## config.mk

```make
export PLATFORM = sky130hd
export DESIGN_NAME = tga_front
export DESIGN_NICKNAME = d
export VERILOG_FILES = /design/src/rtl/core/tga_pkg.sv /design/src/rtl/core/tga_front.sv
export SDC_FILE = /design/constraint.sdc
export NUM_CORES = 1
export LEC_CHECK = 0
export BUFFER_PORTS_ARGS = -buffer_cell sky130_fd_sc_hd__clkbuf_2
export CAP_MARGIN = 20
export CORE_UTILIZATION = 42
export CTS_BUF_LIST = sky130_fd_sc_hd__clkbuf_4 sky130_fd_sc_hd__clkbuf_8
export DETAILED_ROUTE_END_ITERATION = 8
export PLACE_DENSITY = 0.64
export SETUP_SLACK_MARGIN = 0.1
export SLEW_MARGIN = 20
export SYNTH_ARGS = -nofsm -noshare
export SYNTH_HDL_FRONTEND = slang
export SYNTH_SLANG_ARGS = --single-unit
export TNS_END_PERCENT = 5
```

## constraint.sdc

```tcl
create_clock -name clk -period 5.83 [get_ports clk]
set_input_delay 0.583 -clock clk [delete_from_list [all_inputs] [get_ports clk]]
set_output_delay 0.583 -clock clk [all_outputs]
set_load 0.05 [all_outputs]
```

## src/rtl/core/tga_pkg.sv

```systemverilog
// Shared types and constants for the TGA pixel decoder.
`default_nettype none

package tga_pkg;

  // Pixel format codes; codes 6 and 7 decode as bgr24.
  localparam logic [2:0] FMT_INDEX8 = 3'd0;
  localparam logic [2:0] FMT_BGR15  = 3'd1;
  localparam logic [2:0] FMT_BGR24  = 3'd2;
  localparam logic [2:0] FMT_BGRA32 = 3'd3;
  localparam logic [2:0] FMT_GRAY8  = 3'd4;
  localparam logic [2:0] FMT_GRAYA  = 3'd5;

  // Configuration register indexes.
  localparam int unsigned CFG_INDEX_W = 2;
  localparam logic [CFG_INDEX_W-1:0] CFG_PIXEL_FORMAT = 2'd0;
  localparam logic [CFG_INDEX_W-1:0] CFG_RLE_ENABLE   = 2'd1;
  localparam logic [CFG_INDEX_W-1:0] CFG_PIXEL_TOTAL  = 2'd2;

  localparam logic [2:0]  FMT_RESET   = FMT_BGR24;
  localparam logic [23:0] TOTAL_RESET = 24'd1;

  typedef enum logic {
    KIND_DATA    = 1'b0,
    KIND_PALETTE = 1'b1
  } item_kind_t;

  typedef enum logic {
    OP_PAL_WRITE = 1'b0,
    OP_PIXEL     = 1'b1
  } op_kind_t;

  // One queued operation for the back end.
  typedef struct packed {
    op_kind_t    kind;
    logic [2:0]  fmt;
    logic [23:0] partial;
    logic [7:0]  last_byte;
    logic [7:0]  rep;
    logic        last_pixel;
    logic [7:0]  pal_index;
    logic [23:0] pal_bgr;
  } op_t;

endpackage

`default_nettype wire

```

## src/rtl/core/tga_front.sv

```systemverilog
// Front end: configuration, packet and byte tracking, operation issue.
`default_nettype none

module tga_front #(
  parameter int unsigned COUNT_WIDTH = 24
) (
  input  wire logic                            clk,
  input  wire logic                            rst_n,
  input  wire logic                            cfg_valid,
  input  wire logic [tga_pkg::CFG_INDEX_W-1:0] cfg_index,
  input  wire logic [23:0]                     cfg_data,
  input  wire logic                            in_accept,
  input  wire logic                            in_kind,
  input  wire logic [7:0]                      in_data_byte,
  input  wire logic [7:0]                      in_palette_index,
  input  wire logic [23:0]                     in_palette_bgr,
  output logic                                 push,
  output tga_pkg::op_t                         push_op
);

  localparam logic [COUNT_WIDTH-1:0] COUNT_MAX = '1;

  function automatic logic [2:0] bytes_per_pixel(input logic [2:0] fmt);
    logic [2:0] bpp;
    case (fmt)
      tga_pkg::FMT_INDEX8: bpp = 3'd1;
      tga_pkg::FMT_BGR15:  bpp = 3'd2;
      tga_pkg::FMT_BGRA32: bpp = 3'd4;
      tga_pkg::FMT_GRAY8:  bpp = 3'd1;
      tga_pkg::FMT_GRAYA:  bpp = 3'd2;
      default:             bpp = 3'd3;
    endcase
    return bpp;
  endfunction

  logic [2:0]             fmt_r, fmt_nxt;
  logic                   rle_r, rle_nxt;
  logic [23:0]            total_r, total_nxt;
  logic                   expect_hdr_r, expect_hdr_nxt;
  logic [7:0]             pkt_left_r, pkt_left_nxt;
  logic                   pkt_run_r, pkt_run_nxt;
  logic [1:0]             phase_r, phase_nxt;
  logic [23:0]            partial_r, partial_nxt;
  logic [COUNT_WIDTH-1:0] pix_left_r, pix_left_nxt;
  logic                   cfg_hit;
  logic [7:0]             rep;
  logic [7:0]             pkt_after;
  logic [COUNT_WIDTH-1:0] pix_after;

  assign cfg_hit = cfg_valid && (cfg_index == tga_pkg::CFG_PIXEL_FORMAT ||
                                 cfg_index == tga_pkg::CFG_RLE_ENABLE ||
                                 cfg_index == tga_pkg::CFG_PIXEL_TOTAL);

  always_comb begin
    fmt_nxt        = fmt_r;
    rle_nxt        = rle_r;
    total_nxt      = total_r;
    expect_hdr_nxt = expect_hdr_r;
    pkt_left_nxt   = pkt_left_r;
    pkt_run_nxt    = pkt_run_r;
    phase_nxt      = phase_r;
    partial_nxt    = partial_r;
    pix_left_nxt   = pix_left_r;
    rep            = 8'd1;
    pkt_after      = pkt_left_r;
    pix_after      = pix_left_r;
    push           = 1'b0;

    push_op            = '0;
    push_op.kind       = tga_pkg::OP_PIXEL;
    push_op.fmt        = fmt_r;
    push_op.partial    = partial_r;
    push_op.last_byte  = in_data_byte;
    push_op.pal_index  = in_palette_index;
    push_op.pal_bgr    = in_palette_bgr;

    if (in_accept) begin
      if (in_kind == tga_pkg::KIND_PALETTE) begin
        push         = 1'b1;
        push_op.kind = tga_pkg::OP_PAL_WRITE;
      end else if (pix_left_r != '0) begin
        if (rle_r && expect_hdr_r) begin
          pkt_left_nxt   = {1'b0, in_data_byte[6:0]} + 8'd1;
          pkt_run_nxt    = in_data_byte[7];
          expect_hdr_nxt = 1'b0;
          phase_nxt      = '0;
          partial_nxt    = '0;
        end else if (({1'b0, phase_r} + 3'd1) < bytes_per_pixel(fmt_r)) begin
          // accumulate a leading byte of the pixel
          case (phase_r)
            2'd0:    partial_nxt[7:0]   = in_data_byte;
            2'd1:    partial_nxt[15:8]  = in_data_byte;
            2'd2:    partial_nxt[23:16] = in_data_byte;
            default: partial_nxt        = partial_r;
          endcase
          phase_nxt = phase_r + 2'd1;
        end else begin
          phase_nxt   = '0;
          partial_nxt = '0;
          if (rle_r) begin
            if (pkt_run_r) begin
              // clamp the run to the pixels left
              rep = (32'(pix_left_r) < 32'(pkt_left_r)) ? pix_left_r[7:0] : pkt_left_r;
              pkt_after = '0;
            end else begin
              pkt_after = (pkt_left_r != '0) ? pkt_left_r - 8'd1 : '0;
            end
            pkt_left_nxt = pkt_after;
            if (pkt_after == '0) begin
              expect_hdr_nxt = 1'b1;
            end
          end
          pix_after    = pix_left_r - COUNT_WIDTH'(rep);
          pix_left_nxt = pix_after;
          if (pix_after == '0) begin
            expect_hdr_nxt = 1'b1;
            pkt_left_nxt   = '0;
          end
          push               = 1'b1;
          push_op.rep        = rep;
          push_op.last_pixel = (pix_after == '0);
        end
      end
    end

    // a register write restarts decoding
    if (cfg_hit) begin
      case (cfg_index)
        tga_pkg::CFG_PIXEL_FORMAT: fmt_nxt   = cfg_data[2:0];
        tga_pkg::CFG_RLE_ENABLE:   rle_nxt   = cfg_data[0];
        tga_pkg::CFG_PIXEL_TOTAL:  total_nxt = cfg_data;
        default:                   fmt_nxt   = fmt_r;
      endcase
      expect_hdr_nxt = 1'b1;
      pkt_left_nxt   = '0;
      pkt_run_nxt    = 1'b0;
      phase_nxt      = '0;
      partial_nxt    = '0;
      pix_left_nxt   = (32'(total_nxt) > 32'(COUNT_MAX)) ? COUNT_MAX
                                                         : COUNT_WIDTH'(total_nxt);
    end
  end

  always_ff @(posedge clk) begin
    if (!rst_n) begin
      fmt_r        <= tga_pkg::FMT_RESET;
      rle_r        <= 1'b0;
      total_r      <= tga_pkg::TOTAL_RESET;
      expect_hdr_r <= 1'b1;
      pkt_left_r   <= '0;
      pkt_run_r    <= 1'b0;
      phase_r      <= '0;
      partial_r    <= '0;
      pix_left_r   <= '0;
    end else begin
      fmt_r        <= fmt_nxt;
      rle_r        <= rle_nxt;
      total_r      <= total_nxt;
      expect_hdr_r <= expect_hdr_nxt;
      pkt_left_r   <= pkt_left_nxt;
      pkt_run_r    <= pkt_run_nxt;
      phase_r      <= phase_nxt;
      partial_r    <= partial_nxt;
      pix_left_r   <= pix_left_nxt;
    end
  end

endmodule

`default_nettype wire

```

==> results_dict.tcl <==
set metrics [dict create \
    antenna_cells 0 \
    use_met3_pct 3.68 \
    critPathBufInv 1 \
    synth-edff-count 0 \
    start_util_pct 42.8 \
    hpwl_mm 12.2 \
    relSlewSlack_pct 37.6 \
    irDropWorstVdd_mv 0.117 \
    cts_buffers 9 \
    worstHoldPathType "primary input to register" \
    synth_fp_nets 876 \
    setup_viol 0 \
    synth_top_area_share_pct 29.8 \
    die_h_um 121 \
    fin_skew_ps 13.1 \
    outcome "complete, no violations" \
    seq_area_frac_synth_pct 29.8 \
    antenna_left 0 \
    htreeDepth 3 \
    p_per_area_nw_per_um2 235 \
    vias_per_cell 5.71 \
    place_area_um2 6170 \
    reg2reg_from "pix_left_r[22]" \
    startpoint "pix_left_r[22]" \
    drive_gt1_share_pct 17.6 \
    critPathMaxFanout 9 \
    rsz0062_at_grt "false" \
    ys_warn_count 0 \
    cts_root_buf "clkbuf_8" \
    clock_path_buffers 2 \
    synth_top_cell_by_area "dfxtp_1" \
    fin_cells 988 \
    synth_flop_cell "dfxtp_1" \
    drt-initial-drc-count 468 \
    design_area_um2 6370 \
    final_common_cell "nand2_1" \
    synth_cell_types 81 \
    numPortBuffers 84 \
    synth.area.top_cells "dfxtp_1 30%, nand2_1 7.3%, a21oi_1 6.5%, buf_4 5.1%, ha_1 5.1%" \
    gr-usage-met2_pct 32.6 \
    use_met1_pct 36.0 \
    final_cell_mix "115 x nand2_1, 88 x dfxtp_1, 83 x clkbuf_2" \
    critPathRequiredTime_ps 5250 \
    ys_ff_latch 88 \
    dr.pass1.iters 5 \
    syn_avg_cell_area_um2 7.59 \
    setup_tns_ps 0 \
    dp_slack_ps 465 \
    clk_pin_slew_ps 90 \
    worst_slack_ps 405 \
    hold_viol 0 \
    crit_chain "or4_1 > nor4_4 > and4b_1 > o21ai_2 > o21ai_2 > nand3_1 > ha_1 > fa_1 > nand2b_1 > a21oi_1 > xor2_1 > a2111oi_2 > o2111ai_1 > nor4b_1 > nand4_1 > nor2_1 > clkbuf_4" \
    vias 5641 \
    nets 899 \
    final_util_pct 46.1 \
    core_area_um2 13800 \
    drc_errors 0 \
    grt_start_max_net_pins 37 \
    insertion_delay_ps 370 \
    fp-row-count 43 \
    timing.final.crit_share_pct 93.0 \
    synthArstFlopShare_pct 0 \
    grt_pass1_vias 4979 \
    tritoncts "yes" \
    arrival_ps 4840 \
    slowest_stage "or4_1" \
    grt_use_total_pct 23.2 \
    antenna_found_initial 0 \
    worstSetupEndpointType "output pin" \
    place_congestion 0.898 \
    max_freq_mhz 184 \
    cpMostUsedCell "o21ai_2" \
    cts.sinks 88 \
    path_delay_family "simple AND/OR/NAND/NOR gates" \
    synthCells 780 \
    ios 149 \
    area_growth_pct 7.68 \
    drt_wl_total_mm 16.8 \
    slew_violations 0 \
    die_x_um 121 \
    path_class "register to output pin" \
    period_needed_ps 5420 \
    netlist_area_um2 5920 \
    tightestPinTransition_ps 936 \
    maxCapViolCount 0 \
    busiest_layer "met1" \
    critPathMaxStageDelay_ps 580 \
    dp_cells 972 \
    cp-start-kind "register" \
    grt_overflow 0 \
    grt_pass1_wl_mm 26.8 \
    routedWlPerCell_um 17.0 \
    min_from "cfg_data[11]" \
    p_leak_nw 2.43 \
    dieArea_um2 14600 \
]
[final timing paths]
path                                 endpoint  slack, ps  depth (start not counted)
worst max register to register  pkt_left_r[4]       1070                         15
worst max-delay path              push_op[32]        410                         17
worst min register to register    total_r[16]        460                          2
worst min-delay path              total_r[11]        440                          3
[worst register-to-register path, cell delays in order, from the launching register on]
cell and delay [ps]:
dfxtp_1 380, or4_1 580, nor4_4 300, and4b_1 260
o21ai_2 160, mux2_1 360, nand3_1 110, ha_1 300
o211ai_1 230, a21oi_1 140, or3_1 400, a211oi_1 290
and4_1 290, nand4_4 260, a21o_4 350, o32ai_1 260
[metrics by stage]
stage | power (mW) | hold WS (ps)
2_1_floorplan | 1.03 | 432
3_3_place_gp | 1.10 | 440
3_5_place_dp | 1.10 | 443
4_1_cts | 1.49 | 427
5_1_grt | 1.57 | 438
6_report | 1.49 | 440
[flip-flops by register name, indices dropped and copies added (netlist names)]
signal,cells
total_r,24
pkt_run_r,1
pix_left_r,24
partial_r,24
phase_r,2
expect_hdr_r,1
rle_r,1
fmt_r,3
pkt_left_r,8
[synthesized netlist by cell type (5+ instances only)]
cell type  count
a31oi_1        6
or4_1          5
xor2_1        10
a22oi_1        5
mux2_1         6
buf_2          8
a221oi_1       6
a21oi_1       77
o21a_1         6
o21ai_0       25
o21ai_1       14
ha_1          24
buf_4         40
nand3_1       44
inv_1         27
nor2b_1        6
a211oi_1      14
clkbuf_1      32
a21o_1         8
nand2_1      115
o22ai_1       13
mux2i_1        5
nor4_1         6
dfxtp_1       88
nor2_1        64
nor3_1        11
xnor2_1       14
nand2b_1       7
[layout make-up]
cell class / count / area (µm²)
Clock buffer: 10 / 138
Clock inverter: 6 / 42.5
Fill cell: 1425 / 7460
Inverter: 28 / 105
Multi-Input combinational cell: 578 / 3570
Sequential cell: 88 / 1760
Tap cell: 180 / 225
Timing Repair Buffer: 98 / 528
[timing repair]
| action | 4_1_cts | 5_1_grt |
|---|---|---|
| hold buffers | 0 | 0 |
| endpoints found under the setup margin | 1 | 1 |
| gates resized for setup | 1 | 7 |
| pin swaps | 0 | 1 |
| setup buffers | 0 | 0 |
[cell families after synthesis]
family | after synthesis | synth area share, %
and+or+nand+nor | 297 | 24.3
AOI/OAI and AO/OA | 220 | 24.4
buffers and inverters | 114 | 10.3
DFF | 88 | 29.8
adders and majority gates | 25 | 5.41
xor gates and xnor gates | 24 | 3.55
muxes | 12 | 2.18
[report_power, final]
part	switching, mW	total [mW]	internal (mW)
clock	0.231	0.399	0.167
sequential	0.0263	0.652	0.626
combinational	0.289	0.444	0.154
[per-layer routing]
metal / wire length [µm] / vias to the layer above
li1: - / 2788
met1: 8460 / 2680
met2: 7170 / 162
met3: 983 / 11
met4: 148 / 0
met5: 0 / -
No activity file was read; power rests on OpenSTA's default activity.
