==> src/rtl/core/tga_pkg.sv <==
// Shared types and constants for the TGA pixel decoder.
`default_nettype none

package tga_pkg;

  // Pixel format codes; codes 6 and 7 decode as bgr24.
  localparam logic [2:0] FMT_INDEX8 = 3'd0;
  localparam logic [2:0] FMT_BGR15  = 3'd1;
  localparam logic [2:0] FMT_BGR24  = 3'd2;
  localparam logic [2:0] FMT_BGRA32 = 3'd3;
  localparam logic [2:0] FMT_GRAY8  = 3'd4;
  localparam logic [2:0] FMT_GRAYA  = 3'd5;

  // Configuration register indexes.
  localparam int unsigned CFG_INDEX_W = 2;
  localparam logic [CFG_INDEX_W-1:0] CFG_PIXEL_FORMAT = 2'd0;
  localparam logic [CFG_INDEX_W-1:0] CFG_RLE_ENABLE   = 2'd1;
  localparam logic [CFG_INDEX_W-1:0] CFG_PIXEL_TOTAL  = 2'd2;

  localparam logic [2:0]  FMT_RESET   = FMT_BGR24;
  localparam logic [23:0] TOTAL_RESET = 24'd1;

  typedef enum logic {
    KIND_DATA    = 1'b0,
    KIND_PALETTE = 1'b1
  } item_kind_t;

  typedef enum logic {
    OP_PAL_WRITE = 1'b0,
    OP_PIXEL     = 1'b1
  } op_kind_t;

  // One queued operation for the back end.
  typedef struct packed {
    op_kind_t    kind;
    logic [2:0]  fmt;
    logic [23:0] partial;
    logic [7:0]  last_byte;
    logic [7:0]  rep;
    logic        last_pixel;
    logic [7:0]  pal_index;
    logic [23:0] pal_bgr;
  } op_t;

endpackage

`default_nettype wire

==> src/rtl/core/tga_queue.sv <==
// Two-entry operation queue between the front and back ends.
`default_nettype none

module tga_queue (
  input  wire logic         clk,
  input  wire logic         rst_n,
  input  wire logic         push,
  input  wire tga_pkg::op_t push_op,
  output logic              not_full,
  input  wire logic         pop,
  output logic              not_empty,
  output tga_pkg::op_t      head_op
);

  localparam int unsigned DEPTH = 2;
  localparam int unsigned PTR_W = $clog2(DEPTH);

  tga_pkg::op_t           slot_r [DEPTH];
  logic [PTR_W-1:0]       wr_ptr_r, wr_ptr_nxt;
  logic [PTR_W-1:0]       rd_ptr_r, rd_ptr_nxt;
  logic [PTR_W:0]         count_r, count_nxt;

  assign not_full  = (count_r != (PTR_W+1)'(DEPTH));
  assign not_empty = (count_r != '0);
  assign head_op   = slot_r[rd_ptr_r];

  always_comb begin
    wr_ptr_nxt = push ? wr_ptr_r + 1'b1 : wr_ptr_r;
    rd_ptr_nxt = pop ? rd_ptr_r + 1'b1 : rd_ptr_r;
    count_nxt  = count_r;
    if (push && !pop) begin
      count_nxt = count_r + 1'b1;
    end else if (pop && !push) begin
      count_nxt = count_r - 1'b1;
    end
  end

  always_ff @(posedge clk) begin
    if (!rst_n) begin
      wr_ptr_r <= '0;
      rd_ptr_r <= '0;
      count_r  <= '0;
    end else begin
      wr_ptr_r <= wr_ptr_nxt;
      rd_ptr_r <= rd_ptr_nxt;
      count_r  <= count_nxt;
    end
  end

  always_ff @(posedge clk) begin
    if (push) begin
      slot_r[wr_ptr_r] <= push_op;
    end
  end

endmodule

`default_nettype wire

==> config.mk <==
export PLATFORM = sky130hd
export DESIGN_NAME = tga_queue
export DESIGN_NICKNAME = d
export VERILOG_FILES = /design/src/rtl/core/tga_pkg.sv /design/src/rtl/core/tga_queue.sv
export SDC_FILE = /design/constraint.sdc
export NUM_CORES = 1
export LEC_CHECK = 0
export BUFFER_PORTS_ARGS = -buffer_cell sky130_fd_sc_hd__buf_2
export CAP_MARGIN = 20
export CORE_MARGIN = 2
export CORE_UTILIZATION = 35
export CTS_BUF_LIST = sky130_fd_sc_hd__clkbuf_2 sky130_fd_sc_hd__clkbuf_4 sky130_fd_sc_hd__clkbuf_8
export DETAILED_ROUTE_END_ITERATION = 8
export HOLD_SLACK_MARGIN = 0.1
export PLACE_DENSITY = 0.68
export SLEW_MARGIN = 30
export SYNTH_ARGS = -nofsm -noshare
export SYNTH_HDL_FRONTEND = slang
export SYNTH_SLANG_ARGS = --single-unit
==> constraint.sdc <==
create_clock -name clk -period 5.3 [get_ports clk]
set_clock_uncertainty 0.05 [all_clocks]
set_input_delay 0.53 -clock clk [delete_from_list [all_inputs] [get_ports clk]]
set_output_delay 0.53 -clock clk [all_outputs]
set_load 0.005 [all_outputs]
==> impl_summary.log, run 1 <==
[metrics] result of the run: completed
[metrics] total met3 wirelength after detailed routing: 659 um
[metrics] distinct cell type count after synthesis: 19
[metrics] number of flops mapped to enable cells by yosys: 154
[metrics] global-route wire length before repair: 15,900 um
[metrics] antenna violations before repair: 0
[metrics] slew of the pin with the lowest slew margin: 0.631 ns
[metrics] number of top-level design ports: 160
[metrics] number of buffer cells added on primary ports: 159
[metrics] CTS HTree Levels: 4
[metrics] average detailed-routed wire length per instance: 15.7 um
[metrics] setup repair after global routing missed its margin: no
[metrics] standby leakage power: 0.00280 uW
[metrics] share of cells above drive strength 1: 0.609
[metrics] Placement Rows: 47
[metrics] dominant delay contributor by cell family on the critical path: flip-flops
[metrics] number of search-and-repair iterations in the first detailed-routing pass: 4
[metrics] post-route clock period utilization: 0.558
[metrics] Final setup violation count: 0
[metrics] count of state elements after synthesis: 159
[metrics] WL met2: 5370 um
[metrics] met1 wire length: 4290 um
[metrics] Total Routing Usage GR: 0.117
[metrics] number of DRC violations after detailed-routing iteration 0: 162
[metrics] top flip-flop cell by instance count after synthesis: edfxtp_1
[metrics] CP Data Required Time: 4.72 ns
[metrics] number of nets in the final layout: 517
[metrics] clock tree buffer depth: 2
[metrics] routed wire length: 10,400 um
[metrics] number of buffers created by CTS: 17
[metrics] fraction of post-synthesis cell area in the top cell type by area: 0.782
[metrics] TritonCTS Sinks: 159
[metrics] master of the slowest instance on the critical path: dfxtp_4
[metrics] crit path setup slack, layout: 2.34 ns
[metrics] Hold/Removal Path Class: in2reg
[metrics] pin count of the biggest net entering global routing: 45
[metrics] Fin. Hold Viols: 0
[metrics] Seq/Total Area, Yosys: 0.799
[metrics] maximum vdd drop: 0.000177 V
[metrics] post-synthesis cell type with the largest combined area: edfxtp_1
[metrics] post-route insts no fill: 665
[metrics] die span in x: 134 um
[metrics] number of cells produced by synthesis: 262
[metrics] number of filler cells placed in the layout: 1,489
[metrics] maximum clock frequency: 338 MHz
[metrics] number of design rule violations left after detail routing: 0
[metrics] pre-CTS worst setup slack: 2.75 ns
[metrics] CTS Hold Bufs: 0
[metrics] max-slew headroom at the worst pin: 0.579
[metrics] latest clock arrival within the worst-skew pair: 0.42 ns
[metrics] number of global-route vias before repair: 3,188
[metrics] post-detailed-route via-to-cell ratio: 4.42
[metrics] clock-pin slew of the registers on the worst-case setup and hold paths: 0.08 ns
[metrics] Hold Worst Slack: 0.237 ns
[metrics] overflow left after global routing: 0
[metrics] Mean Syn Cell Area: 22.6 um2
[metrics] number of nets still failing antenna checks after routing: 0
[metrics] Initial Utilization: 0.358
[metrics] list of cells traversed by the critical path: buf_4 > mux2_2 > buf_2
[metrics] Synth-to-Final Area Change: 24.0%
[metrics] Core Area: 16,500 um2
[metrics] global placement routability congestion: 0.675
[metrics] floorplan die area: 17,900 um2
[metrics] count of warnings emitted by yosys: 0
[metrics] data arrival time of the critical path: 2.38 ns
[metrics] HPWL after DPL: 7030 um
[metrics] net count of the mapped netlist: 344
[metrics] Final min period: 2.96 ns
[metrics] Async SR Flop Fraction: 0
[metrics] detailed-route via count: 2,941
[metrics] top routing layer used: met4
[metrics] CP Capture Type: primary output
[metrics] library cell used as clock root buffer: clkbuf_8
[metrics] post-cts gate resize count: 0
[metrics] Worst Setup Start Kind: register
[metrics] CTS tree: yes
[metrics] most numerous cell types in the synthesized netlist: 154 x edfxtp_1, 47 x mux2_2, 30 x mux2_4
[metrics] Post-Layout Inst Area: 7330 um2
[metrics] top post-synthesis cells by area: edfxtp_1 78%, mux2_2 9.0%, mux2_4 7.6%
[metrics] power per cell area: 349 nW/um2
[metrics] number of inserted diodes: 0
[metrics] number of placed cells counting well taps: 636
[metrics] largest stage delay on the critical path: 0.74 ns
[metrics] most frequently used cell type in the post-synthesis netlist: edfxtp_1
[metrics] total placed instance area: 6980 um2
[metrics] number of pins with negative max-slew slack in the final report: 0
[metrics] peak fanout along the critical path: 42
[metrics] CP bufs+invs: 2
[metrics] setup_tns: 0 ns
[metrics] summed instance area of the synthesized netlist: 5910 um2
[metrics] reported max-cap violation count: 0
[metrics] classification of the worst setup path: reg2out
[metrics] postcts setup bufs: 0
[metrics] height of the die: 134 um
cell usage in the layout (no fill, tap or decap):
cell       synthesis  final
clkbuf_8           0     17
nor2b_4            0      1
xnor2_1            1      1
or3_1              1      1
dfxtp_4            0      1
nor2b_1            2      1
dfxtp_1            5      4
clkbuf_4           0      3
or2_2              1      1
buf_16             0      2
nand2b_1           1      1
xor2_1             2      2
and2_1             4      3
edfxtp_1         154    154
and2_4             0      1
buf_2              4    159
mux2_4            30     30
mux2_2            47     47
buf_4              0      2
clkinv_1           0      2
inv_1              1      1
o21a_1             1      1
ha_1               1      1
bufinv_16          0      2
clkinv_4           0      1
o21ai_0            1      1
clkinv_2           0      4
a21boi_1           1      1
routing by layer:
metal	up-vias	GRT usage
met1	1458	0.134
met2	100	0.198
li1	1377	-
met4	0	0.0520
met3	6	0.0427
met5	-	0
kinds of logic (layout without fill, tap and decap cells):
logic type      Yosys count  count (layout)  synth area share
fa+ha+maj                 1               1           0.00212
compound gates            3               3           0.00339
simple gates              9               9           0.00953
flops                   159             159             0.799
mux                      77              77             0.166
buf+inv                  10             193            0.0155
xor+xnor                  3               3           0.00445
stage by stage:
step	total power (uW)	util
after global placement	1760	0.419
after detailed placement	1780	0.422
after floorplan	1660	-
final	2560	0.444
after CTS	2600	0.444
after global routing	2670	0.444
worst register-to-register path, delay by kind of cell, from the launching register on:
family | cells | cell delay (ns)
buf+inv | 2 | 0.75
flops | 1 | 0.34
simple gates | 1 | 0.44
registers in the layout, summed over array words and instances (netlist names), named ones only:
register	flops
count_r	2
rd_ptr_r	1
slot_r	154
wr_ptr_r	1
final timing paths:
kind / end / startpoint / slack, ns / cells after the start
worst min register to register: count_r[1] / count_r[1] / 0.47 / 2
worst max register to register: slot_r[0][54] / wr_ptr_r / 3.33 / 3
worst max-delay path: head_op[18] / register / 2.34 / 3
worst min-delay path: slot_r[0][34] / push_op[34] / 0.24 / 1
final cells by class:
| cell class | count | area (um2) | area share |
|---|---|---|---|
| Clock inverter | 9 | 96.3 | 0.0131 |
| Inverter | 1 | 3.75 | 0.000512 |
| Sequential cell | 159 | 4730 | 0.645 |
| Tap cell | 220 | 275 | 0.0375 |
| Timing Repair Buffer | 163 | 866 | 0.118 |
| Clock buffer | 20 | 256 | 0.0350 |
| Multi-Input combinational cell | 93 | 1100 | 0.151 |
power by group:
group / total (uW) / switching, uW / internal (uW)
clock: 816 / 395 / 420
combinational: 261 / 111 / 150
sequential: 1480 / 29.8 / 1450
total: 2560 / 536 / 2020
Power figures use the tool's default switching activity.
==> inputs of run 2 (changes only) <==
Settings changed: PLACE_DENSITY 0.68 to 0.7.
Clock period 5.3 ns to 2.5 ns, I/O delays scaled along.
==> run 2 against run 1 <==
  * Via count is 12% higher
  * Register-to-register slack worse by 2.4 ns
  * Utilization is 5.1 points higher
  * Power is 120% higher
  * Highest routed layer unchanged
  * Cell count is 13% higher
  * Non-clock buffer count is 81 higher
  * Critical path depth stayed put
  * Design area is 12% higher
  * Critical path type unchanged
  * Sequential share of layout area is 6.7 points lower
  * First-iteration DRC count is 9.9% lower
==> impl_summary.log, run 2 (synthesis results as in run 1) <==
[metrics] result of the run: completed (unchanged)
[metrics] most frequent standard cell in the layout excluding fill and tap cells: buf_2 (unchanged)
[metrics] CTS HTree Levels: 4 (unchanged)
[metrics] library cell used as clock root buffer: clkbuf_8 (unchanged)
[metrics] share of cells above drive strength 1: 0.522 (was 0.609)
[metrics] Initial Utilization: 0.358 (unchanged)
[metrics] number of flip-flops in the largest register: 154 (unchanged)
[metrics] Core Area: 16,500 um2 (unchanged)
[metrics] number of global-route vias before repair: 3,694 (was 3,188)
[metrics] TritonCTS Sinks: 159 (unchanged)
[metrics] pre-CTS worst setup slack: 0.830 ns (was 2.75 ns)
[metrics] CP Data Required Time: 2.20 ns (was 4.72 ns)
[metrics] Hold/Removal Path Class: in2reg (unchanged)
[metrics] number of inserted diodes: 0 (unchanged)
[metrics] most flop-heavy register: slot_r (unchanged)
[metrics] crit path setup slack, layout: 0.372 ns (was 2.34 ns)
[metrics] standby leakage power: 0.00314 uW (was 0.00280 uW)
[metrics] Total Routing Usage GR: 0.135 (was 0.117)
[metrics] number of buffers created by CTS: 17 (unchanged)
[metrics] highest-count cells in the layout ignoring fill and taps: 159 x buf_2, 154 x edfxtp_1, 80 x dlygate4sd3_1 (was 159 x buf_2, 154 x edfxtp_1, 47 x mux2_2)
[metrics] post-route clock period utilization: 0.851
[metrics] power per cell area: 700 nW/um2 (was 349 nW/um2)
[metrics] launch instance of the worst register-to-register path: wr_ptr_r (unchanged)
[metrics] capture endpoint of the worst hold path: count_r[1] (was slot_r[0][34])
[metrics] slew of the pin with the lowest slew margin: 0.705 ns (was 0.631 ns)
[metrics] Worst Setup Start Kind: register (unchanged)
[metrics] HPWL after DPL: 7220 um (was 7030 um)
[metrics] number of pins with negative max-slew slack in the final report: 0 (unchanged)
[metrics] number of nets in the final layout: 598 (was 517)
[metrics] r2r setup slk: 0.89 ns (was 3.33 ns)
[metrics] overflow left after global routing: 0 (unchanged)
[metrics] setup repair after global routing missed its margin: no (unchanged)
[metrics] registers with the most flip-flops: slot_r: 154 flops, count_r: 2 flops (unchanged)
[metrics] height of the die: 134 um (unchanged)
[metrics] endpoint of the worst-slack reg-to-reg timing path: wr_ptr_r (was slot_r[0][54])
[metrics] number of nets still failing antenna checks after routing: 0 (unchanged)
[metrics] CTS tree: yes (unchanged)
[metrics] max-slew headroom at the worst pin: 0.530 (was 0.579)
[metrics] data arrival time of the critical path: 1.83 ns (was 2.38 ns)
[metrics] routed wire length: 11,700 um (was 10,400 um)
[metrics] maximum vdd drop: 0.000413 V (was 0.000177 V)
[metrics] number of search-and-repair iterations in the first detailed-routing pass: 6 (was 4)
[metrics] floorplan die area: 17,900 um2 (unchanged)
[metrics] post-detailed-route via-to-cell ratio: 4.40 (was 4.42)
[metrics] antenna violations before repair: 0 (unchanged)
[metrics] die span in x: 134 um (unchanged)
[metrics] number of buffer cells added on primary ports: 159 (unchanged)
[metrics] hold path cells: 4 (was 1)
[metrics] peak fanout along the critical path: 29 (was 42)
[metrics] number of design rule violations left after detail routing: 0 (unchanged)
[metrics] number of top-level design ports: 160 (unchanged)
[metrics] min-delay src: push (was push_op[34])
[metrics] CTS Hold Bufs: 80 (was 0)
[metrics] Synth-to-Final Area Change: 38.3% (was 24.0%)
[metrics] CP Capture Type: primary output (unchanged)
[metrics] clock tree buffer depth: 2 (unchanged)
[metrics] post-cts gate resize count: 0 (unchanged)
[metrics] average detailed-routed wire length per instance: 15.6 um (was 15.7 um)
[metrics] number of filler cells placed in the layout: 1,380 (was 1,489)
[metrics] postcts setup bufs: 0 (unchanged)
[metrics] Final setup violation count: 0 (unchanged)
[metrics] reported max-cap violation count: 0 (unchanged)
[metrics] worst r2r path cells: 4 (was 3)
[metrics] global-route wire length before repair: 18,200 um (was 15,900 um)
[metrics] number of DRC violations after detailed-routing iteration 0: 146 (was 162)
[metrics] setup_tns: 0 ns (unchanged)
[metrics] maximum clock frequency: 470 MHz
[metrics] pin count of the biggest net entering global routing: 52 (was 45)
[metrics] clock-pin slew of the registers on the worst-case setup and hold paths: 0.08 ns (about the same)
[metrics] Fin. Hold Viols: 0 (unchanged)
[metrics] Placement Rows: 47 (unchanged)
[metrics] latest clock arrival within the worst-skew pair: 0.44 ns (was 0.42 ns)
[metrics] classification of the worst setup path: reg2out (unchanged)
[metrics] detailed-route via count: 3,298 (was 2,941)
[metrics] global placement routability congestion: 0.677 (was 0.675)
[metrics] Final min period: 2.13 ns
[run 2: changes by cell type in the layout (fill, tap and decap cells not counted), sizes merged]
cell | before | now
dlygate4sd3 | 0 | 80
clkinv | 7 | 4
clkinvlp | 0 | 3
buf | 163 | 164
bufinv | 2 | 3
clkbuf | 20 | 21
inv | 1 | 2
[run 2: critical path: stages (launching register included)]
cell     delay [ns]
dfxtp_4        0.43
buf_4          0.40
mux2_2         0.41
buf_2          0.13
[run 2: power by group]
group	internal, uW	switching [uW]
clock	1030	902
sequential	3070	43.1
combinational	399	282
total	4500	1230
[run 2: final cells by class]
cell class,count,area [um2],share of cell area
inverters,1,3.75,0.000459
well taps,220,275,0.0337
clock inverters,11,140,0.0171
multi-input cells,93,1100,0.135
flip-flops and latches,159,4730,0.578
clock buffers,21,264,0.0323
repair buffers,244,1660,0.203
[run 2: how the worst max path moves through the flow]
stage / slack (ns) / end / cells after the start
after global routing: 0.25 / head_op[11] / 3
after CTS: 0.32 / head_op[25] / 3
final: 0.37 / head_op[16] / 3
after global placement: 0.87 / head_op[23] / 3
after floorplan: 0.55 / slot_r[0][0] / 1
after detailed placement: 0.83 / head_op[25] / 3
[run 2: layer usage]
| layer | wire length (um) | GRT usage | up-vias |
|---|---|---|---|
| met5 | 0 | 0 | - |
| met4 | 155 | 0.0455 | 0 |
| met3 | 761 | 0.0514 | 12 |
| met2 | 6080 | 0.243 | 121 |
| met1 | 4700 | 0.147 | 1627 |
| li1 | - | - | 1538 |
[run 2: per-stage QoR]
stage	utilization	cell area [um2]	power (uW)	instances	hold slack [ns]
floorplan	-	5920	3500	262	0.299
global placement	0.422	6970	3750	637	0.387
detailed placement	0.422	6970	3770	637	0.391
CTS	0.495	8180	5800	749	0.262
global route	0.495	8180	5970	749	0.290
finish	0.495	8180	5730	749	0.300
==> inputs of run 3 (changes only) <==
Settings changed: PLACE_DENSITY 0.7 to 0.62, REMOVE_ABC_BUFFERS set to 1.
==> run 3 against run 2 <==
  * Design area shrank 0.98%
  * Critical endpoint is now head_op[12]
  * Fmax is 3.1% higher
  * Die area unchanged
  * Register-to-register slack lost 0.09 ns
  * Sequential share of layout area rose by 0.57 points
  * Wire length shrank 3.0%
  * Highest routed layer unchanged
  * First-iteration DRC count shrank 24%
  * Combinational power up 0.7%
  * Setup slack gained 0.063 ns
==> impl_summary.log, run 3 (synthesis results as in run 1) <==
[metrics] postcts setup bufs: 0 (unchanged)
[metrics] setup repair after global routing missed its margin: no (unchanged)
[metrics] CTS HTree Levels: 4 (unchanged)
[metrics] number of inserted diodes: 0 (unchanged)
[metrics] share of power burned in the clock network: 0.295 (was 0.337)
[metrics] r2r setup slk: 0.80 ns (was 0.89 ns)
[metrics] routed wire length: 11,300 um (was 11,700 um)
[metrics] Synth-to-Final Area Change: 37.0% (was 38.3%)
[metrics] TritonCTS Sinks: 159 (unchanged)
[metrics] peak fanout along the critical path: 31 (was 29)
[metrics] internal cell power: 4160 uW (was 4500 uW)
[metrics] proportion of power drawn by flip-flops and latches: 0.578 (was 0.544)
[metrics] endpoint of the worst-slack reg-to-reg timing path: wr_ptr_r (unchanged)
[metrics] power per cell area: 665 nW/um2 (was 700 nW/um2)
[metrics] capture endpoint of the worst hold path: count_r[1] (unchanged)
[metrics] number of pins with negative max-slew slack in the final report: 0 (unchanged)
[metrics] setup_tns: 0 ns (unchanged)
[metrics] overflow left after global routing: 0 (unchanged)
[metrics] Worst Setup Start Kind: register (unchanged)
[metrics] post-detailed-route via-to-cell ratio: 4.38 (was 4.40)
[metrics] number of buffers created by CTS: 17 (unchanged)
[metrics] number of search-and-repair iterations in the first detailed-routing pass: 4 (was 6)
[metrics] Fin. Hold Viols: 0 (unchanged)
[metrics] hold path cells: 4 (unchanged)
[metrics] detailed-route via count: 3,278 (was 3,298)
[metrics] standby leakage power: 0.00310 uW (was 0.00314 uW)
[metrics] switching part of the total power: 0.227 (was 0.214)
[metrics] CP Data Required Time: 2.20 ns (about the same)
[metrics] launch instance of the worst register-to-register path: wr_ptr_r (unchanged)
[metrics] P_sw: 1220 uW (was 1230 uW)
[metrics] data arrival time of the critical path: 1.76 ns (was 1.83 ns)
[metrics] CTS tree: yes (unchanged)
[metrics] clock-pin slew of the registers on the worst-case setup and hold paths: 0.09 ns (was 0.08 ns)
[metrics] worst r2r path cells: 4 (unchanged)
[metrics] floorplan die area: 17,900 um2 (unchanged)
[metrics] post-cts gate resize count: 0 (unchanged)
[metrics] global-route wire length before repair: 17,700 um (was 18,200 um)
[metrics] total power consumption of the routed design: 5380 uW (was 5730 uW)
[metrics] post-route clock period utilization: 0.826 (was 0.851)
[metrics] number of nets in the final layout: 598 (unchanged)
[metrics] registers with the most flip-flops: slot_r: 154 flops, count_r: 2 flops (unchanged)
[metrics] antenna violations before repair: 0 (unchanged)
[metrics] Initial Utilization: 0.358 (unchanged)
[metrics] highest-count cells in the layout ignoring fill and taps: 159 x buf_2, 154 x edfxtp_1, 80 x dlygate4sd3_1 (unchanged)
[metrics] maximum clock frequency: 484 MHz (was 470 MHz)
[metrics] Core Area: 16,500 um2 (unchanged)
[metrics] post-layout utilization of the core: 0.490 (was 0.495)
[metrics] Placement Rows: 47 (unchanged)
[metrics] number of design rule violations left after detail routing: 0 (unchanged)
[metrics] Hold/Removal Path Class: in2reg (unchanged)
[metrics] average detailed-routed wire length per instance: 15.1 um (was 15.6 um)
[metrics] result of the run: completed (unchanged)
[metrics] most flop-heavy register: slot_r (unchanged)
[metrics] share of cells above drive strength 1: 0.518 (was 0.522)
[metrics] reported max-cap violation count: 0 (unchanged)
[metrics] max-slew headroom at the worst pin: 0.567 (was 0.530)
[metrics] HPWL after DPL: 6820 um (was 7220 um)
[metrics] clock tree buffer depth: 2 (unchanged)
[metrics] number of filler cells placed in the layout: 1,411 (was 1,380)
[metrics] global placement routability congestion: 0.694 (was 0.677)
[metrics] combinational share of power: 0.127 (was 0.119)
[metrics] pin count of the biggest net entering global routing: 47 (was 52)
[metrics] latest clock arrival within the worst-skew pair: 0.43 ns (was 0.44 ns)
[metrics] min-delay src: push (unchanged)
[metrics] pre-CTS worst setup slack: 0.873 ns (was 0.830 ns)
[metrics] Final min period: 2.06 ns (was 2.13 ns)
[metrics] slew of the pin with the lowest slew margin: 0.650 ns (was 0.705 ns)
[metrics] most frequent standard cell in the layout excluding fill and tap cells: buf_2 (unchanged)
[metrics] Total Routing Usage GR: 0.130 (was 0.135)
[metrics] die span in x: 134 um (unchanged)
[metrics] Final setup violation count: 0 (unchanged)
[metrics] classification of the worst setup path: reg2out (unchanged)
[metrics] number of top-level design ports: 160 (unchanged)
[metrics] number of global-route vias before repair: 3,616 (was 3,694)
[metrics] maximum vdd drop: 0.000327 V (was 0.000413 V)
[metrics] height of the die: 134 um (unchanged)
[metrics] crit path setup slack, layout: 0.435 ns (was 0.372 ns)
[metrics] number of nets still failing antenna checks after routing: 0 (unchanged)
[metrics] number of buffer cells added on primary ports: 159 (unchanged)
[metrics] CP Capture Type: primary output (unchanged)
[metrics] number of DRC violations after detailed-routing iteration 0: 111 (was 146)
[metrics] library cell used as clock root buffer: clkbuf_8 (unchanged)
[metrics] number of flip-flops in the largest register: 154 (unchanged)
run 3: cell types whose count changed in the layout (fill, tap and decap cells not counted):
cell	before	now
clkinv_1	1	3
clkbuf_4	4	2
clkinv_4	0	1
clkinv_2	3	5
inv_6	1	0
bufinv_16	3	0
clkinvlp_4	3	4
run 3: repair_timing:
action                                 CTS  global route
endpoints found under the hold margin  159             0
hold buffers                            80             0
setup endpoints to repair                0             0
run 3: critical path: stages (launching register included):
cell,delay (ns)
dfxtp_4,0.36
buf_4,0.43
mux2_2,0.40
buf_2,0.13
run 3: how the worst max path moves through the flow:
stage                         from       endpoint  slack, ns  cells past startpoint
after floorplan           wr_ptr_r   slot_r[0][0]      -1.81                      1
after global placement    wr_ptr_r   slot_r[1][5]       0.91                      2
after detailed placement  wr_ptr_r  slot_r[1][64]       0.87                      2
after CTS                 register    head_op[67]       0.39                      3
after global routing      register     head_op[7]       0.34                      3
final                     register    head_op[12]       0.44                      3
run 3: through the flow:
step	cell area (um2)	std cells	hold WS, ns
final	8100	749	0.295
after global placement	6970	637	0.389
after CTS	8100	749	0.247
after floorplan	5820	253	0.299
after global routing	8100	749	0.305
after detailed placement	6970	637	0.392
run 3: cell type report:
type                       count  area, um2  share of cell area
tap                          220        275              0.0340
inverter                       1       3.75            0.000464
multi-input combinational     93       1100               0.136
clock buffer                  19        249              0.0308
clock inverter                13       75.1             0.00927
timing repair buffer         244       1660               0.205
sequential                   159       4730               0.584
run 3: per-layer routing:
metal | vias up | global-route usage | part of all wire
met3 | 16 | 0.0454 | 0.062
met5 | - | 0 | 0
li1 | 1540 | - | -
met2 | 105 | 0.225 | 0.52
met1 | 1617 | 0.144 | 0.40
met4 | 0 | 0.0573 | 0.017
run 3: power groups by stage:
stage | Combinational [uW] | Sequential, uW | Clock [uW]
after floorplan | 294 | 3210 | 0
after global placement | 583 | 3170 | 0
after detailed placement | 593 | 3170 | 0
after CTS | 695 | 3110 | 1650
after global routing | 746 | 3120 | 1750
final | 686 | 3110 | 1590
